## src/sv/abhw_pkg.sv

```systemverilog
// shared types and constants for the archive block header walker
// no dependencies; used by every module of the block by scoped names
package abhw_pkg;

  // width of the file counter (range 8 to 32)
  localparam int unsigned CountBits = 16;

  localparam logic [7:0]  FileType     = 8'h74;
  localparam logic [4:0]  BlockHeadLen = 5'd7;
  localparam logic [4:0]  FileHeadLen  = 5'd25;
  localparam logic [32:0] SigLen       = 33'd7;
  // block head plus file head, consumed before the name and the data
  localparam logic [33:0] FileUsedLen  = 34'd32;

  // byte offsets inside the block head and the file head
  localparam logic [4:0] HeadTypeIdx   = 5'd2;
  localparam logic [4:0] HeadSizeLoIdx = 5'd5;
  localparam logic [4:0] HeadSizeHiIdx = 5'd6;
  localparam logic [4:0] FilePackBytes = 5'd4;
  localparam logic [4:0] FileNameLoIdx = 5'd19;
  localparam logic [4:0] FileNameHiIdx = 5'd20;

  // result kinds
  localparam logic KindName  = 1'b0;
  localparam logic KindCount = 1'b1;

  // result queue
  localparam int unsigned QDepth = 4;
  localparam int unsigned QCntW  = $clog2(QDepth + 1);

  typedef enum logic [2:0] {
    PhSig,
    PhHead,
    PhFile,
    PhName,
    PhSkip
  } phase_e;

  typedef struct packed {
    logic [7:0] data_byte;
    logic       final_byte;
  } in_item_t;

  typedef struct packed {
    logic        out_kind;
    logic [15:0] out_value;
    logic        out_last;
  } out_item_t;

  // up to two results caused by one accepted byte, in order
  typedef struct packed {
    logic [1:0] cnt;
    out_item_t  first;
    out_item_t  second;
  } push_t;

  typedef struct packed {
    logic [QCntW-1:0] fill;
    logic             room;
  } q_stat_t;

endpackage

```

## src/sv/archive_block_header_walker.sv

```systemverilog
// archive block header walker: one archive byte per transfer
// output: each byte's results are registered in the result queue and leave from its head in order
// throughput: one byte per cycle; stalls only when three or more results wait
// reset: asynchronous active low, walk restarts at the signature, queue empties
// depends on abhw_pkg, abhw_walker, abhw_out_queue
module archive_block_header_walker (
  input  logic                clk_i,
  input  logic                rst_ni,
  input  logic                in_valid_i,
  output logic                in_ready_o,
  input  abhw_pkg::in_item_t  in_data_i,
  output logic                out_valid_o,
  input  logic                out_ready_i,
  output abhw_pkg::out_item_t out_data_o
);

  // a byte transfer updates the parse state in the same edge; its results
  // (a name byte, the final file count, or both) land in the result queue
  logic              take;
  abhw_pkg::push_t   push;
  abhw_pkg::q_stat_t q_stat;

  // ready depends only on queue fill, never on the output side this cycle
  assign in_ready_o = q_stat.room;
  assign take       = in_valid_i && in_ready_o;

  abhw_walker u_walker (
    .clk_i  (clk_i),
    .rst_ni (rst_ni),
    .take_i (take),
    .item_i (in_data_i),
    .push_o (push)
  );

  abhw_out_queue u_out_queue (
    .clk_i       (clk_i),
    .rst_ni      (rst_ni),
    .push_i      (push),
    .out_ready_i (out_ready_i),
    .out_valid_o (out_valid_o),
    .out_data_o  (out_data_o),
    .stat_o      (q_stat)
  );

  // queue never overfills
  a_fill_bound : assert property (@(posedge clk_i) disable iff (!rst_ni)
    q_stat.fill <= abhw_pkg::QCntW'(abhw_pkg::QDepth))
    else $error("result queue overfilled");

  // the final byte always yields the count result
  a_final_result : assert property (@(posedge clk_i) disable iff (!rst_ni)
    (take && in_data_i.final_byte) |=> out_valid_o)
    else $error("no result after final byte");

  // no result appears without a byte transfer
  a_no_invent : assert property (@(posedge clk_i) disable iff (!rst_ni)
    (!take && !out_valid_o) |=> !out_valid_o)
    else $error("result without input transfer");

  // a count result pushed with a name byte always comes second
  a_push_order : assert property (@(posedge clk_i) disable iff (!rst_ni)
    (push.cnt == 2'd2) |-> (push.first.out_kind == abhw_pkg::KindName &&
                           push.second.out_kind == abhw_pkg::KindCount))
    else $error("result order broken");

endmodule

```

## src/sv/abhw_walker.sv

```systemverilog
// block chain walker: parse state and per-byte field update
// depends on abhw_pkg
module abhw_walker (
  input  logic               clk_i,
  input  logic               rst_ni,
  input  logic               take_i,
  input  abhw_pkg::in_item_t item_i,
  output abhw_pkg::push_t    push_o
);

  abhw_pkg::phase_e                  phase_q, phase_d;
  logic [4:0]                        idx_q, idx_d;
  logic [7:0]                        type_q, type_d;
  logic [15:0]                       hsize_q, hsize_d;
  logic [31:0]                       pack_q, pack_d;
  logic [15:0]                       nlen_q, nlen_d;
  logic [32:0]                       skip_q, skip_d;
  logic [abhw_pkg::CountBits-1:0]    files_q, files_d;
  logic [32:0]                       tail_q, tail_d;

  logic [7:0]        b;
  logic [15:0]       hs_full;
  logic [32:0]       hs_skip;
  logic [33:0]       tail_diff;
  logic [32:0]       tail_skip;
  logic [32:0]       skip_dec;
  logic              skip_go;
  logic [32:0]       skip_amt;
  logic [31:0]       cnt_ext;
  abhw_pkg::out_item_t name_res;
  abhw_pkg::out_item_t cnt_res;

  always_comb begin
    b         = item_i.data_byte;
    hs_full   = {b, hsize_q[7:0]};
    hs_skip   = (hs_full > 16'(abhw_pkg::BlockHeadLen)) ?
                33'(hs_full - 16'(abhw_pkg::BlockHeadLen)) : '0;
    tail_diff = {1'b0, tail_q} - (34'(nlen_q) + abhw_pkg::FileUsedLen);
    tail_skip = tail_diff[33] ? '0 : tail_diff[32:0];
    skip_dec  = (skip_q == '0) ? '0 : skip_q - 33'd1;

    name_res.out_kind  = abhw_pkg::KindName;
    name_res.out_value = {8'd0, b};
    name_res.out_last  = (skip_q <= 33'd1);

    phase_d  = phase_q;
    idx_d    = idx_q;
    type_d   = type_q;
    hsize_d  = hsize_q;
    pack_d   = pack_q;
    nlen_d   = nlen_q;
    skip_d   = skip_q;
    files_d  = files_q;
    tail_d   = tail_q;
    skip_go  = 1'b0;
    skip_amt = '0;
    push_o   = '0;

    if (take_i) begin
      case (phase_q)
        abhw_pkg::PhSig, abhw_pkg::PhSkip: begin
          skip_d = skip_dec;
          if (skip_dec == '0) begin
            phase_d = abhw_pkg::PhHead;
            idx_d   = '0;
          end
        end
        abhw_pkg::PhHead: begin
          if (idx_q == abhw_pkg::HeadTypeIdx) begin
            type_d = b;
            if (b == abhw_pkg::FileType && files_q != {abhw_pkg::CountBits{1'b1}}) begin
              files_d = files_q + 1'b1;
            end
          end else if (idx_q == abhw_pkg::HeadSizeLoIdx) begin
            hsize_d = {8'd0, b};
          end else if (idx_q == abhw_pkg::HeadSizeHiIdx) begin
            hsize_d = hs_full;
          end
          idx_d = idx_q + 5'd1;
          if (idx_q == abhw_pkg::BlockHeadLen - 5'd1) begin
            idx_d = '0;
            if (type_q == abhw_pkg::FileType) begin
              phase_d = abhw_pkg::PhFile;
              pack_d  = '0;
              nlen_d  = '0;
            end else begin
              skip_go  = 1'b1;
              skip_amt = hs_skip;
            end
          end
        end
        abhw_pkg::PhFile: begin
          if (idx_q < abhw_pkg::FilePackBytes) begin
            pack_d[{idx_q[1:0], 3'b000} +: 8] = b;
          end else if (idx_q == abhw_pkg::FileNameLoIdx) begin
            nlen_d = {8'd0, b};
          end else if (idx_q == abhw_pkg::FileNameHiIdx) begin
            nlen_d = {b, nlen_q[7:0]};
          end
          // pack size is complete from offset four on
          tail_d = 33'(hsize_q) + 33'(pack_q);
          idx_d  = idx_q + 5'd1;
          if (idx_q == abhw_pkg::FileHeadLen - 5'd1) begin
            idx_d = '0;
            if (nlen_q == '0) begin
              skip_go  = 1'b1;
              skip_amt = tail_skip;
            end else begin
              phase_d = abhw_pkg::PhName;
              skip_d  = 33'(nlen_q);
            end
          end
        end
        abhw_pkg::PhName: begin
          push_o.cnt   = 2'd1;
          push_o.first = name_res;
          skip_d       = skip_dec;
          if (skip_dec == '0) begin
            skip_go  = 1'b1;
            skip_amt = tail_skip;
          end
        end
        default: begin
          phase_d = abhw_pkg::PhHead;
          idx_d   = '0;
        end
      endcase

      if (skip_go) begin
        if (skip_amt == '0) begin
          phase_d = abhw_pkg::PhHead;
          idx_d   = '0;
        end else begin
          phase_d = abhw_pkg::PhSkip;
          skip_d  = skip_amt;
        end
      end
    end

    cnt_ext           = 32'(files_d);
    cnt_res.out_kind  = abhw_pkg::KindCount;
    cnt_res.out_value = (cnt_ext > 32'h0000_FFFF) ? 16'hFFFF : cnt_ext[15:0];
    cnt_res.out_last  = 1'b1;

    if (take_i && item_i.final_byte) begin
      if (push_o.cnt == 2'd1) begin
        push_o.second = cnt_res;
        push_o.cnt    = 2'd2;
      end else begin
        push_o.first = cnt_res;
        push_o.cnt   = 2'd1;
      end
      phase_d = abhw_pkg::PhSig;
      idx_d   = '0;
      type_d  = '0;
      hsize_d = '0;
      pack_d  = '0;
      nlen_d  = '0;
      skip_d  = abhw_pkg::SigLen;
      files_d = '0;
    end
  end

  always_ff @(posedge clk_i or negedge rst_ni) begin
    if (!rst_ni) begin
      phase_q <= abhw_pkg::PhSig;
      idx_q   <= '0;
      type_q  <= '0;
      hsize_q <= '0;
      pack_q  <= '0;
      nlen_q  <= '0;
      skip_q  <= abhw_pkg::SigLen;
      files_q <= '0;
    end else begin
      phase_q <= phase_d;
      idx_q   <= idx_d;
      type_q  <= type_d;
      hsize_q <= hsize_d;
      pack_q  <= pack_d;
      nlen_q  <= nlen_d;
      skip_q  <= skip_d;
      files_q <= files_d;
    end
  end

  // scratch sum, only read after it is loaded in the file head
  always_ff @(posedge clk_i) begin
    tail_q <= tail_d;
  end

endmodule

```

## src/sv/abhw_out_queue.sv

```systemverilog
// collapsing result queue: takes up to two results per cycle, head drives the port
// depends on abhw_pkg
module abhw_out_queue (
  input  logic                clk_i,
  input  logic                rst_ni,
  input  abhw_pkg::push_t     push_i,
  input  logic                out_ready_i,
  output logic                out_valid_o,
  output abhw_pkg::out_item_t out_data_o,
  output abhw_pkg::q_stat_t   stat_o
);

  abhw_pkg::out_item_t             ent_q [abhw_pkg::QDepth];
  abhw_pkg::out_item_t             ent_d [abhw_pkg::QDepth];
  logic [abhw_pkg::QCntW-1:0]      fill_q, fill_d;
  logic [abhw_pkg::QCntW-1:0]      base;
  logic                            pop;

  assign pop  = (fill_q != '0) && out_ready_i;
  assign base = fill_q - abhw_pkg::QCntW'(pop);

  always_comb begin
    fill_d = base + abhw_pkg::QCntW'(push_i.cnt);
  end

  for (genvar i = 0; i < abhw_pkg::QDepth; i++) begin : g_ent
    abhw_pkg::out_item_t shifted;
    if (i < abhw_pkg::QDepth - 1) begin : g_mid
      assign shifted = pop ? ent_q[i+1] : ent_q[i];
    end else begin : g_top
      assign shifted = ent_q[i];
    end
    always_comb begin
      ent_d[i] = shifted;
      if (push_i.cnt != 2'd0 && base == abhw_pkg::QCntW'(i)) begin
        ent_d[i] = push_i.first;
      end else if (push_i.cnt == 2'd2 && base + 1'b1 == abhw_pkg::QCntW'(i)) begin
        ent_d[i] = push_i.second;
      end
    end
    always_ff @(posedge clk_i) begin
      ent_q[i] <= ent_d[i];
    end
  end

  always_ff @(posedge clk_i or negedge rst_ni) begin
    if (!rst_ni) begin
      fill_q <= '0;
    end else begin
      fill_q <= fill_d;
    end
  end

  assign out_valid_o = (fill_q != '0);
  assign out_data_o  = ent_q[0];
  // room for the two results a final byte can cause
  assign stat_o.fill = fill_q;
  assign stat_o.room = (fill_q <= abhw_pkg::QCntW'(abhw_pkg::QDepth - 2));

endmodule
```

## config.mk

```make
export PLATFORM = sky130hd
export DESIGN_NAME = archive_block_header_walker
export DESIGN_NICKNAME = d
export VERILOG_FILES = /design/src/sv/abhw_pkg.sv /design/src/sv/archive_block_header_walker.sv /design/src/sv/abhw_walker.sv /design/src/sv/abhw_out_queue.sv
export SDC_FILE = /design/constraint.sdc
export NUM_CORES = 1
export LEC_CHECK = 0
export ABC_AREA = 1
export BUFFER_PORTS_ARGS = -buffer_cell sky130_fd_sc_hd__buf_4
export CAP_MARGIN = 15
export CORE_MARGIN = 4
export CORE_UTILIZATION = 60
export DETAILED_ROUTE_END_ITERATION = 16
export PLACE_DENSITY = 0.8
export SLEW_MARGIN = 25
export SYNTH_ARGS = -nofsm -noshare
export SYNTH_HDL_FRONTEND = slang
export SYNTH_SLANG_ARGS = --single-unit
```

## constraint.sdc

```tcl
create_clock -name clk_i -period 4.2 [get_ports clk_i]
set_clock_uncertainty 0.1 [all_clocks]
set_input_delay 0.84 -clock clk_i [delete_from_list [all_inputs] [get_ports clk_i]]
set_output_delay 0.84 -clock clk_i [all_outputs]
set_load 0.01 [all_outputs]
```

---- Word-level counts from Yosys, hierarchy flattened ----
Memories as Yosys holds them, arrays and structs flattened.
Index checks and enable logic that the tools add are counted.
operators by class
  $add $sub $neg .......................... 11
  muxes and demuxes ....................... 89
  order comparisons ....................... 4
  reductions and logical operators ........ 37
  eq/ne operators ......................... 34
  shifts and indexed selects .............. 2
operators by type and width
  kind                                                  count
  two-way mux 33 bit                                    15
  two-way mux 16 bit                                    18
  two-way mux 18 bit                                    13
  two-way mux 32 bit                                    5
  zero test 33 bit                                      3
  one-hot mux 33 bit (3 select lines)                   1
  one-hot mux 33 bit (2 select lines)                   1
  one-hot mux 32 bit (2 select lines)                   1
  two-way mux 19 bit                                    2
  two-way mux 38 bit                                    1
  two-way mux 5 bit                                     7
  subtractor 33 x 34 -> 34 bit                          1
  adder 16 x 32 -> 33 bit                               1
  <= comparator 33 x 1 -> 1 bit, second input constant  1
  subtractor 33 x 1 -> 33 bit, second input constant    1
  bitwise mux 32 bit                                    1
  two-way mux 8 bit                                     4
  one-hot mux 16 bit (2 select lines)                   1
  variable shift 8 x 7 -> 32 bit, first input constant  1
  indexed part select 8 x 7 -> 32 bit                   1
  two-way mux 3 bit                                     9
  != test 4 x 1 -> 1 bit, second input constant         5
  one-hot mux 5 bit (4 select lines)                    1
  == test 3 x 2 -> 1 bit, second input constant         6
  41 further kinds                                      77
word-level totals
  input bits .............................. 13
  output and inout port bits .............. 20
  bits in writable memories ............... 72
  word-level logic and storage cells ...... 190
  memories kept ........................... 1
  register bits after elaboration ......... 165
memory list
  memory             depth  width  read ports  clocked after memory_dff  write ports  RTL line              source
  u_out_queue.ent_q  4      18     4           0                         4            abhw_out_queue.sv:13  abhw_pkg::out_item_t ent_q [abhw_pkg::QDepth];

---- Depth between registers and ports, before layout ----
Gate-level depths: netlist of the first run.
  word-level depth ........................ 12
  mapped depth ............................ 27
  gate-level depth less buffers ........... 26

---- Cells and area by module ----
Synthesis of the first run repeated with hierarchy kept, for this count alone.
unflattened totals
  cell total of the unflattened synthesis .. 2422
  area total of the unflattened synthesis .. 17148.9 sq um
by module, submodules not included
  module                       sequential area each (sq um)  instances  area each (sq um)  cells each
  abhw_walker                  4222.8                        1          12834.8            1876
  abhw_out_queue               2237.1                        1          4306.6             544
  archive_block_header_walker  0.0                           1          7.5                2

---- Worst setup path before layout of the first run ----
OpenSTA, ideal clock, no wires.
  kind .................................... in2reg
  from .................................... input port in_valid_i
  to ...................................... memory u_out_queue.ent_q[3][0] (netlist bit) (enable)
  setup time .............................. 0.418 ns
  path buffers ............................ 2
  setup slack ............................. 0.335 ns
  cell stages on the path ................. 7
  data required time ...................... 3.682 ns
  arrival time ............................ 3.347 ns
  cells stage by stage .................... nand2_1 > nor2_1 > clkbuf_1 > clkbuf_1 > ha_1 > nand2_1 > o21ai_0
RTL lines
  what                RTL line                          source
  start: declaration  archive_block_header_walker.sv:9  input logic in_valid_i,
  end: declaration    abhw_out_queue.sv:13

---- Final worst setup path of the first run ----
  from .................................... register u_walker.nlen_q[6]
  to ...................................... register u_walker.idx_q[3]
on the way
  longest elaborated chain between the ends .. 12
  elaborated cells between the ends (all ways) .. 18
  those cells by class .................... add/sub: 2; mux: 14; reduce/logical: 2
ends and longest elaborated chain
  what                                 RTL line            source
  start: declaration                   abhw_walker.sv:16   logic [15:0] nlen_q, nlen_d;
  start signal: assignment             abhw_walker.sv:180  nlen_q <= nlen_d;
  adder 16 x 6 -> 17 bit               abhw_walker.sv:38   tail_diff = {1'b0, tail_q} - (34'(nlen_q) + abhw_pkg::FileUsedLen);
  subtractor 33 x 34 -> 34 bit         abhw_walker.sv:38
  two-way mux 33 bit                   abhw_walker.sv:39   tail_skip = tail_diff[33] ? '0 : tail_diff[32:0];
  two-way mux 33 bit                   abhw_walker.sv:105  if (nlen_q == '0) begin
  two-way mux 33 bit                   abhw_walker.sv:103  if (idx_q == abhw_pkg::FileHeadLen - 5'd1) begin
  one-hot mux 33 bit (3 select lines)  abhw_walker.sv:60   case (phase_q)
  two-way mux 33 bit                   abhw_walker.sv:59   if (take_i) begin
  zero test 33 bit                     abhw_walker.sv:130  if (skip_amt == '0) begin
  two-way mux 5 bit                    abhw_walker.sv:130
  two-way mux 5 bit *                  abhw_walker.sv:129  if (skip_go) begin
  two-way mux 5 bit *                  abhw_walker.sv:59
  two-way mux 5 bit *                  abhw_walker.sv:145  if (take_i && item_i.final_byte) begin
  end signal: assignment               abhw_walker.sv:176  idx_q <= idx_d;
  end: declaration                     abhw_walker.sv:12   logic [4:0] idx_q, idx_d;
Mark *: on every way between the ends. The rest lies on a longest branch, timed or not. The select of a mux whose other input is x is not followed.
A chain may end at the register's enable or synchronous reset.

==> impl_results.md, run 1 <==
- R2r setup slk: 0.06 ns
- Syn Std Cell Area: between 0.015 and 0.02 mm2
- Clock buffer depth: 3
- Detailed Place HPWL: 40500 um
- CP dominant cell by count: nor2_2
- Mux share of post-synthesis cell area: less than 1%
- Min cycle time layout: a little over 4 ns
- Drt first pass iters: 7
- ANT cells: 0
- EDFF count, synth: approximately 110
- H-tree depth: 1
- WL per Instance: roughly 20 um
- Main combinational cell family by area after synthesis: simple AND/OR/NAND/NOR gates
- Vias in the first global route: 15.6k
- Vias post-DR: ~17k
- WP buf/inv: 2
- Row count: 60
- GRT Overall Usage: 34.6%
- Fmax: ~0.24 GHz
- Final worst-path cycle share: about 100%
- Setup-failing EPs final: 0
- Avg Inst Size Synth: between 7 and 8 um2
- CTS buffer count: 27
- Crit path capture type: flip-flop
- Max-cap viol count: 0
- WL final: 54300 um
- Min-delay worst type: in2async
- Synth unique cells: 55
- IO Count: 33
- TritonCTS clock tree: yes
- Final Core Density: between 60% and 70%
- CTS clk-pin slew, worst paths: around 0.060 ns
- Hold_ws: around 0.28 ns
- Iteration-0 DRC Markers: between 2k and 3k
- Worst slew pin tran: 0.884 ns
- Hold-fix buffers at CTS: 0
- Initial Util: 60.9%
- Worst path arrival time: 4.46 ns
- Compound-Gate Fraction of Synth Area: 14.2%
- CP Launch Type: flip-flop
- Simple-gate area share of the yosys netlist: a little under 30%
- Slew margin rel.: about two fifths
- Layout filler cell count: roughly 2.2k
- Delay-heaviest family, CP: simple AND/OR/NAND/NOR gates
- CP Class: reg2reg
- Gr ovfl total: 0
- Clock latency on the worst-skew pair: between 0.5 and 0.6 ns
- Placer Congestion: 1.02
- Largest net degree at the start of global routing: 87
- Residual DRC: 0
- Antenna Nets Post-Route: 0
- Final Max Slew Viols: 0
- PwrDens: 566 mW/mm2
- Clock Tree Root: clkbuf_16
- CP Max Fanout: 8
- Sequential-to-total area share from yosys stat: 39.3%
- Final nets: 2407
- Via-per-instance ratio: 6.20
- Crit path largest cell delay: ~0.4 ns
- Most used DFF post-synth: dfrtp_1
- Placed cells: around 2.6k
- Crit-path cells: ha_2 > nand4_1 > nor2_2 > nand3_1 > xor2_1 > ha_1 > nand2_2 > nor2_4 > inv_2 > nor3_4 > nand4_1 > nand3_2 > nor2_2 > xnor2_2 > a21oi_1 > nor2_2 > nand3_2 > nor2_8 > nand2_4 > buf_12 > nor2_4 > o21bai_1
- Leak: between 8 and 9 nW
- Die width: roughly 170 um
- First-pass GRT wire length: around 84000 um
- VDD IR max: a little over 0.4 mV
- Synth Instances: around 2.2k
- Async SR Flop Fraction: ~56%
- Share of layout cells above drive strength 1: between 10% and 20%
- Non-Filler Instances: 2701
- Syn. warnings: 0
- Post-synthesis xor/xnor area fraction: about 3.8%
- Clock sink count: 237
- Seq cells post-synth: 237
- Most frequent cells in the layout: 523 x nand2_1, 281 x inv_1, 261 x nor2_1
- Fin. Hold Viols: 0
- Status: finished, final reports clean
- Area of the placeable core: between 0.02 and 0.03 mm2
- Port bufs: 32
- CP required: around 4.5 ns
- Die height: 173 um
- Synth Area in Adders: roughly 4.3%
- Initial antenna violation count: 0
- Die area: 0.0301 mm2
- Slowest cell on the critical path: dfrtp_1
- Syn-to-layout area delta: 13.8%
- Commonest non-fill, non-tap cell in the layout: nand2_1
- Mapped Nets: between 2k and 2.5k
[worst paths after layout]
check	from	endpoint	cells after the start
max	u_walker.nlen_q[6]	u_walker.idx_q[3]	22
min	rst_ni	u_walker.pack_q[31]	1
max reg2reg	u_walker.nlen_q[6]	u_walker.idx_q[3]	22
min reg2reg	u_walker.type_q[4]	u_walker.type_q[4]	2
max in group asynchronous	rst_ni	u_walker.idx_q[2]	2
min in group clk_i	u_walker.type_q[4]	u_walker.type_q[4]	2
[cells in the mapped netlist, types with 13 or more instances]
cell type	instances	share of area (%)
ha_1	52	4.0
nor2_2	14	0.53
xor2_1	52	2.8
inv_1	282	6.4
a22oi_1	17	0.78
o21ai_0	111	3.4
a21oi_1	95	2.9
nor3_1	41	1.2
o21ai_1	19	0.58
xnor2_1	20	1.1
nand3_1	172	5.2
o22ai_1	46	1.8
dfrtp_1	129	20
clkbuf_1	42	0.96
o211ai_1	19	0.87
nand2_1	529	12
or2_2	13	0.50
nor2_1	273	6.2
edfxtp_1	105	19
nand4_1	39	1.5
[cell families (layout without fill, tap and decap cells)]
group / after synthesis / after routing
AO/OA/AOI/OAI: 389 / 389
XOR/XNOR: 72 / 72
adder cells (fa/ha/maj): 55 / 55
buffers and inverters: 359 / 481
flip-flops: 237 / 237
multiplexers: 1 / 1
AND/OR/NAND/NOR: 1125 / 1125
[sequential cells by signal, indices dropped and copies added (netlist names)]
signal,cells
u_walker.pack_q,32
u_walker.skip_q,33
u_walker.phase_q,3
u_walker.hsize_q,16
u_walker.tail_q,33
u_walker.type_q,8
u_walker.nlen_q,16
u_out_queue.fill_q,3
u_out_queue.ent_q,72
u_walker.files_q,16
u_walker.idx_q,5
[cell type report]
cell class	instances	area [um2]	share of cell area, %
flip-flops and latches	237	6460	34.6
multi-input cells	1642	8700	46.6
repair buffers	135	1110	5.92
well taps	341	427	2.28
clock inverters	14	133	0.710
clock buffers	36	741	3.96
inverters	296	1110	5.97
[per-layer routing]
metal / share of wire [%] / up-vias / global-route usage [%]
met3: 10 / 175 / 5.82
li1: - / 7692 / -
met1: 40 / 7842 / 46.6
met2: 46 / 1025 / 56.8
met5: 0 / - / 0
met4: 4.2 / 0 / 12.6
[where the power goes]
group	switching (W)	internal, W
Sequential	0.000381	0.00308
Clock	0.00101	0.00137
Combinational	0.00315	0.00160
[through the flow]
step / area, um2 / total power (W) / setup TNS, ns / setup slack [ns]
2_1_floorplan: 16400 / 0.00648 / 0 / 0.335
3_3_place_gp: 17500 / 0.00781 / 0 / 0.0461
3_5_place_dp: 17500 / 0.00792 / -0.339 / -0.0769
4_1_cts: 18400 / 0.0103 / 0 / 0.00780
5_1_grt: 18700 / 0.0112 / -3.40 / -0.149
6_report: 18700 / 0.0106 / 0 / 0.0596
[repair_timing]
item / in CTS / in global routing
setup buffers: 0 / 11
pin swaps: 0 / 15
endpoints found under the setup margin: 7 / 41
gates resized for setup: 1 / 43
gates cloned: 0 / 2
(Power assumes the default switching activity.)
==> inputs of run 2 (changes only) <==
Settings changed: ABC_AREA 1 to unset.
==> run 2 against run 1 <==
Effect of this change: the flow now finishes with violations (setup timing); final area decreased by 2.0%; critical path depth fell by 5; sequential share of layout area up 0.70 points; register-to-register slack worse by 0.15 ns; power down 21%; sequential power is 7.5% lower; combinational power down 41%; sequential cell count did not move; routed wire length fell by 6.8%; utilization grew 3.4 points; largest cell class unchanged.
==> impl_results.md, run 2 <==
- Syn. warnings: 0
- Clock latency on the worst-skew pair: 0.55 ns
- WL final: 50600 um
- Area of the placeable core: around 0.025 mm2
- Residual DRC: 0
- Max-cap viol count: 0
- Row count: 58
- Worst path arrival time: between 4 and 5 ns
- Vias post-DR: 14.8k
- Placer Congestion: approximately 1
- CP Max Fanout: 7
- Leak: 7.38 nW
- Syn Std Cell Area: between 0.015 and 0.02 mm2
- TritonCTS clock tree: yes
- Post-route worst setup slack: -0.0893 ns
- Synth unique cells: 83
- Area leader, netlist: dfrtp_1
- Fmax: 0.233 GHz
- Avg Inst Size Synth: 8.90 um2
- Final nets: ~1.9k
- EDFF count, synth: ~110
- Crit path largest cell delay: between 0.6 and 0.7 ns
- Count leader, synth: nand2_1
- Leading registers by flop count: u_out_queue.ent_q: 72 flops, u_walker.skip_q: 33 flops, u_walker.tail_q: 33 flops
- CP dominant cell by count: buf_4
- Crit path capture type: flip-flop
- Gr ovfl total: 0
- Commonest cells post-synth: 210 x nand2_1, 169 x nor2_1, 155 x o21ai_0, 129 x dfrtp_1, 105 x edfxtp_1
- Setup_tns: -1.88 ns
- Final Max Slew Viols: 0
- Mapped Nets: approximately 1.8k
- Slowest cell on the critical path: or4_4
- Worst slew pin tran: between 0.8 and 0.9 ns
- RSZ-0062 raised after global routing: yes
- CTS buffer count: 26
- Placed cells: around 2.2k
- Crit path from: u_walker.nlen_q[5]
- Clock Tree Root: clkbuf_16
- Synth Instances: between 1.5k and 2k
- CP required: between 4 and 5 ns
- Delay-heaviest family, CP: simple AND/OR/NAND/NOR gates
- Crit-path cells: buf_4 > buf_4 > ha_1 > buf_4 > or3_1 > o211a_1 > buf_4 > o2111ai_2 > a31oi_4 > buf_4 > nor2_1 > and3_1 > o21ai_1 > or4_4 > clkbuf_16 > a21oi_2 > o221a_1
- Seq cells post-synth: around 240
- Final worst-path cycle share: 102%
- Antenna Nets Post-Route: 0
- Setup-failing EPs final: 35
- Top cells by area, synth: dfrtp_1 21%, edfxtp_1 21%, nand2_1 5.1%
- RR Startpoint: u_walker.nlen_q[5]
- Detailed Place HPWL: 36400 um
- Clock buffer depth: 3
- Via-per-instance ratio: 6.65
- WL per Instance: between 20 and 25 um
- First-pass GRT wire length: roughly 80000 um
- Largest register by flop count: u_out_queue.ent_q
- CP Class: reg2reg
- Syn-to-layout area delta: 19.4%
- CTS clk-pin slew, worst paths: ~0.060 ns
- Share of the synthesized area in the top cell type: about a fifth
- Iteration-0 DRC Markers: just over 2k
- Clock sink count: 237
- Die height: roughly 170 um
- WP buf/inv: 6
- Die area: between 0.02 and 0.03 mm2
- Min-delay worst type: in2async
- CP Launch Type: flip-flop
- Min cycle time layout: 4.29 ns
- Status: finished, violations left
- Async SR Flop Fraction: about 56%
- Port bufs: 32
- Most used DFF post-synth: dfrtp_1
- Most frequent cells in the layout: 208 x nand2_1, 202 x buf_4, 161 x nor2_1
- Share of layout cells above drive strength 1: 18.8%
- Failing checks: setup timing
- Drt first pass iters: 9
- Max reg flops: just over 70
- Initial Util: between 60% and 70%
- Layout filler cell count: between 1.5k and 2k
- H-tree depth: 1
- Commonest non-fill, non-tap cell in the layout: nand2_1
- Slew margin rel.: between 40% and 50%
- Fin. Hold Viols: 0
- Largest net degree at the start of global routing: 109
- Sequential-to-total area share from yosys stat: around 42%
- Initial antenna violation count: 0
- IO Count: 33
- ANT cells: 0
- Non-Filler Instances: approximately 2.2k
- Die width: ~170 um
- GRT Overall Usage: between 30% and 40%
- VDD IR max: approximately 0.5 mV
- Vias in the first global route: ~14k
- PwrDens: between 400 and 500 mW/mm2
[run 2: cell type report]
class	instances	area (um2)	area share, %
inverters	47	176	0.963
clock buffers	33	697	3.81
multi-input cells	1343	8640	47.2
repair buffers	217	1730	9.46
flip-flops and latches	237	6460	35.3
clock inverters	15	194	1.06
well taps	330	413	2.25
[run 2: cell families (layout without fill, tap and decap cells)]
| kind of cell | Yosys count | in the layout | synth area share (%) |
|---|---|---|---|
| xor+xnor | 96 | 96 | 5.48 |
| buf+inv | 144 | 312 | 3.75 |
| flops | 237 | 237 | 42.1 |
| simple gates | 688 | 688 | 21.5 |
| fa+ha+maj | 55 | 55 | 4.63 |
| compound gates | 485 | 485 | 21.3 |
| mux | 19 | 19 | 1.24 |
[run 2: layer usage]
layer  share of wire (%)  GRT usage [%]  vias up
met5                   0              0        -
met4                 4.1           12.2        0
met3                  10           5.56      174
met2                  46           56.0      894
met1                  39           47.1     7017
li1                    -              -     6690
[run 2: power breakdown]
| part | total, W | leakage, nW | internal (W) | switching (W) |
|---|---|---|---|---|
| clock network | 0.00240 | 0.436 | 0.00142 | 0.000975 |
| logic | 0.00278 | 4.23 | 0.00109 | 0.00169 |
| registers | 0.00320 | 2.72 | 0.00289 | 0.000318 |
[run 2: what timing repair did]
item | CTS | global route
setup buffers | 2 | 11
pin swaps | 6 | 47
gates resized for setup | 12 | 73
hold buffers | 0 | 0
cloned | 0 | 3
setup endpoints to repair | 57 | 59
endpoints found under the hold margin | 0 | 0
[run 2: worst reg2reg max path, stage by stage, from the launching register on]
cell and delay (ns):
dfrtp_1 0.41, buf_4 0.14, buf_4 0.15, ha_1 0.19, buf_4 0.15, or3_1 0.39, o211a_1 0.26, buf_4 0.14
o2111ai_2 0.25, a31oi_4 0.19, buf_4 0.18, nor2_1 0.14, and3_1 0.18, o21ai_1 0.14, or4_4 0.68, clkbuf_16 0.22
a21oi_2 0.12, o221a_1 0.19
[run 2: worst paths after layout]
check / cells after the start / slack [ns] / to
worst max-delay path: 17 / -0.09 / u_walker.skip_q[8]
worst min-delay path: 1 / 0.33 / u_walker.pack_q[26]
worst max register to register: 17 / -0.09 / u_walker.skip_q[8]
worst min register to register: 2 / 0.40 / u_walker.pack_q[14]
max in group asynchronous: 2 / 2.88 / u_walker.files_q[8]
min in group clk_i: 2 / 0.40 / u_walker.pack_q[14]
[run 2: through the flow]
stage               worst slack (ns)  hold WS (ns)  total power [W]  util [%]  cell area (um2)
finish                       -0.0893         0.326          0.00839      72.7            18300
global route                  -0.270         0.405          0.00875      72.7            18300
CTS                         0.000781         0.394          0.00819      71.0            17900
detailed placement            -0.228         0.383          0.00581      67.1            16900
global placement              -0.143         0.373          0.00568      67.1            16900
floorplan                     0.0378         0.356          0.00485         -            15300
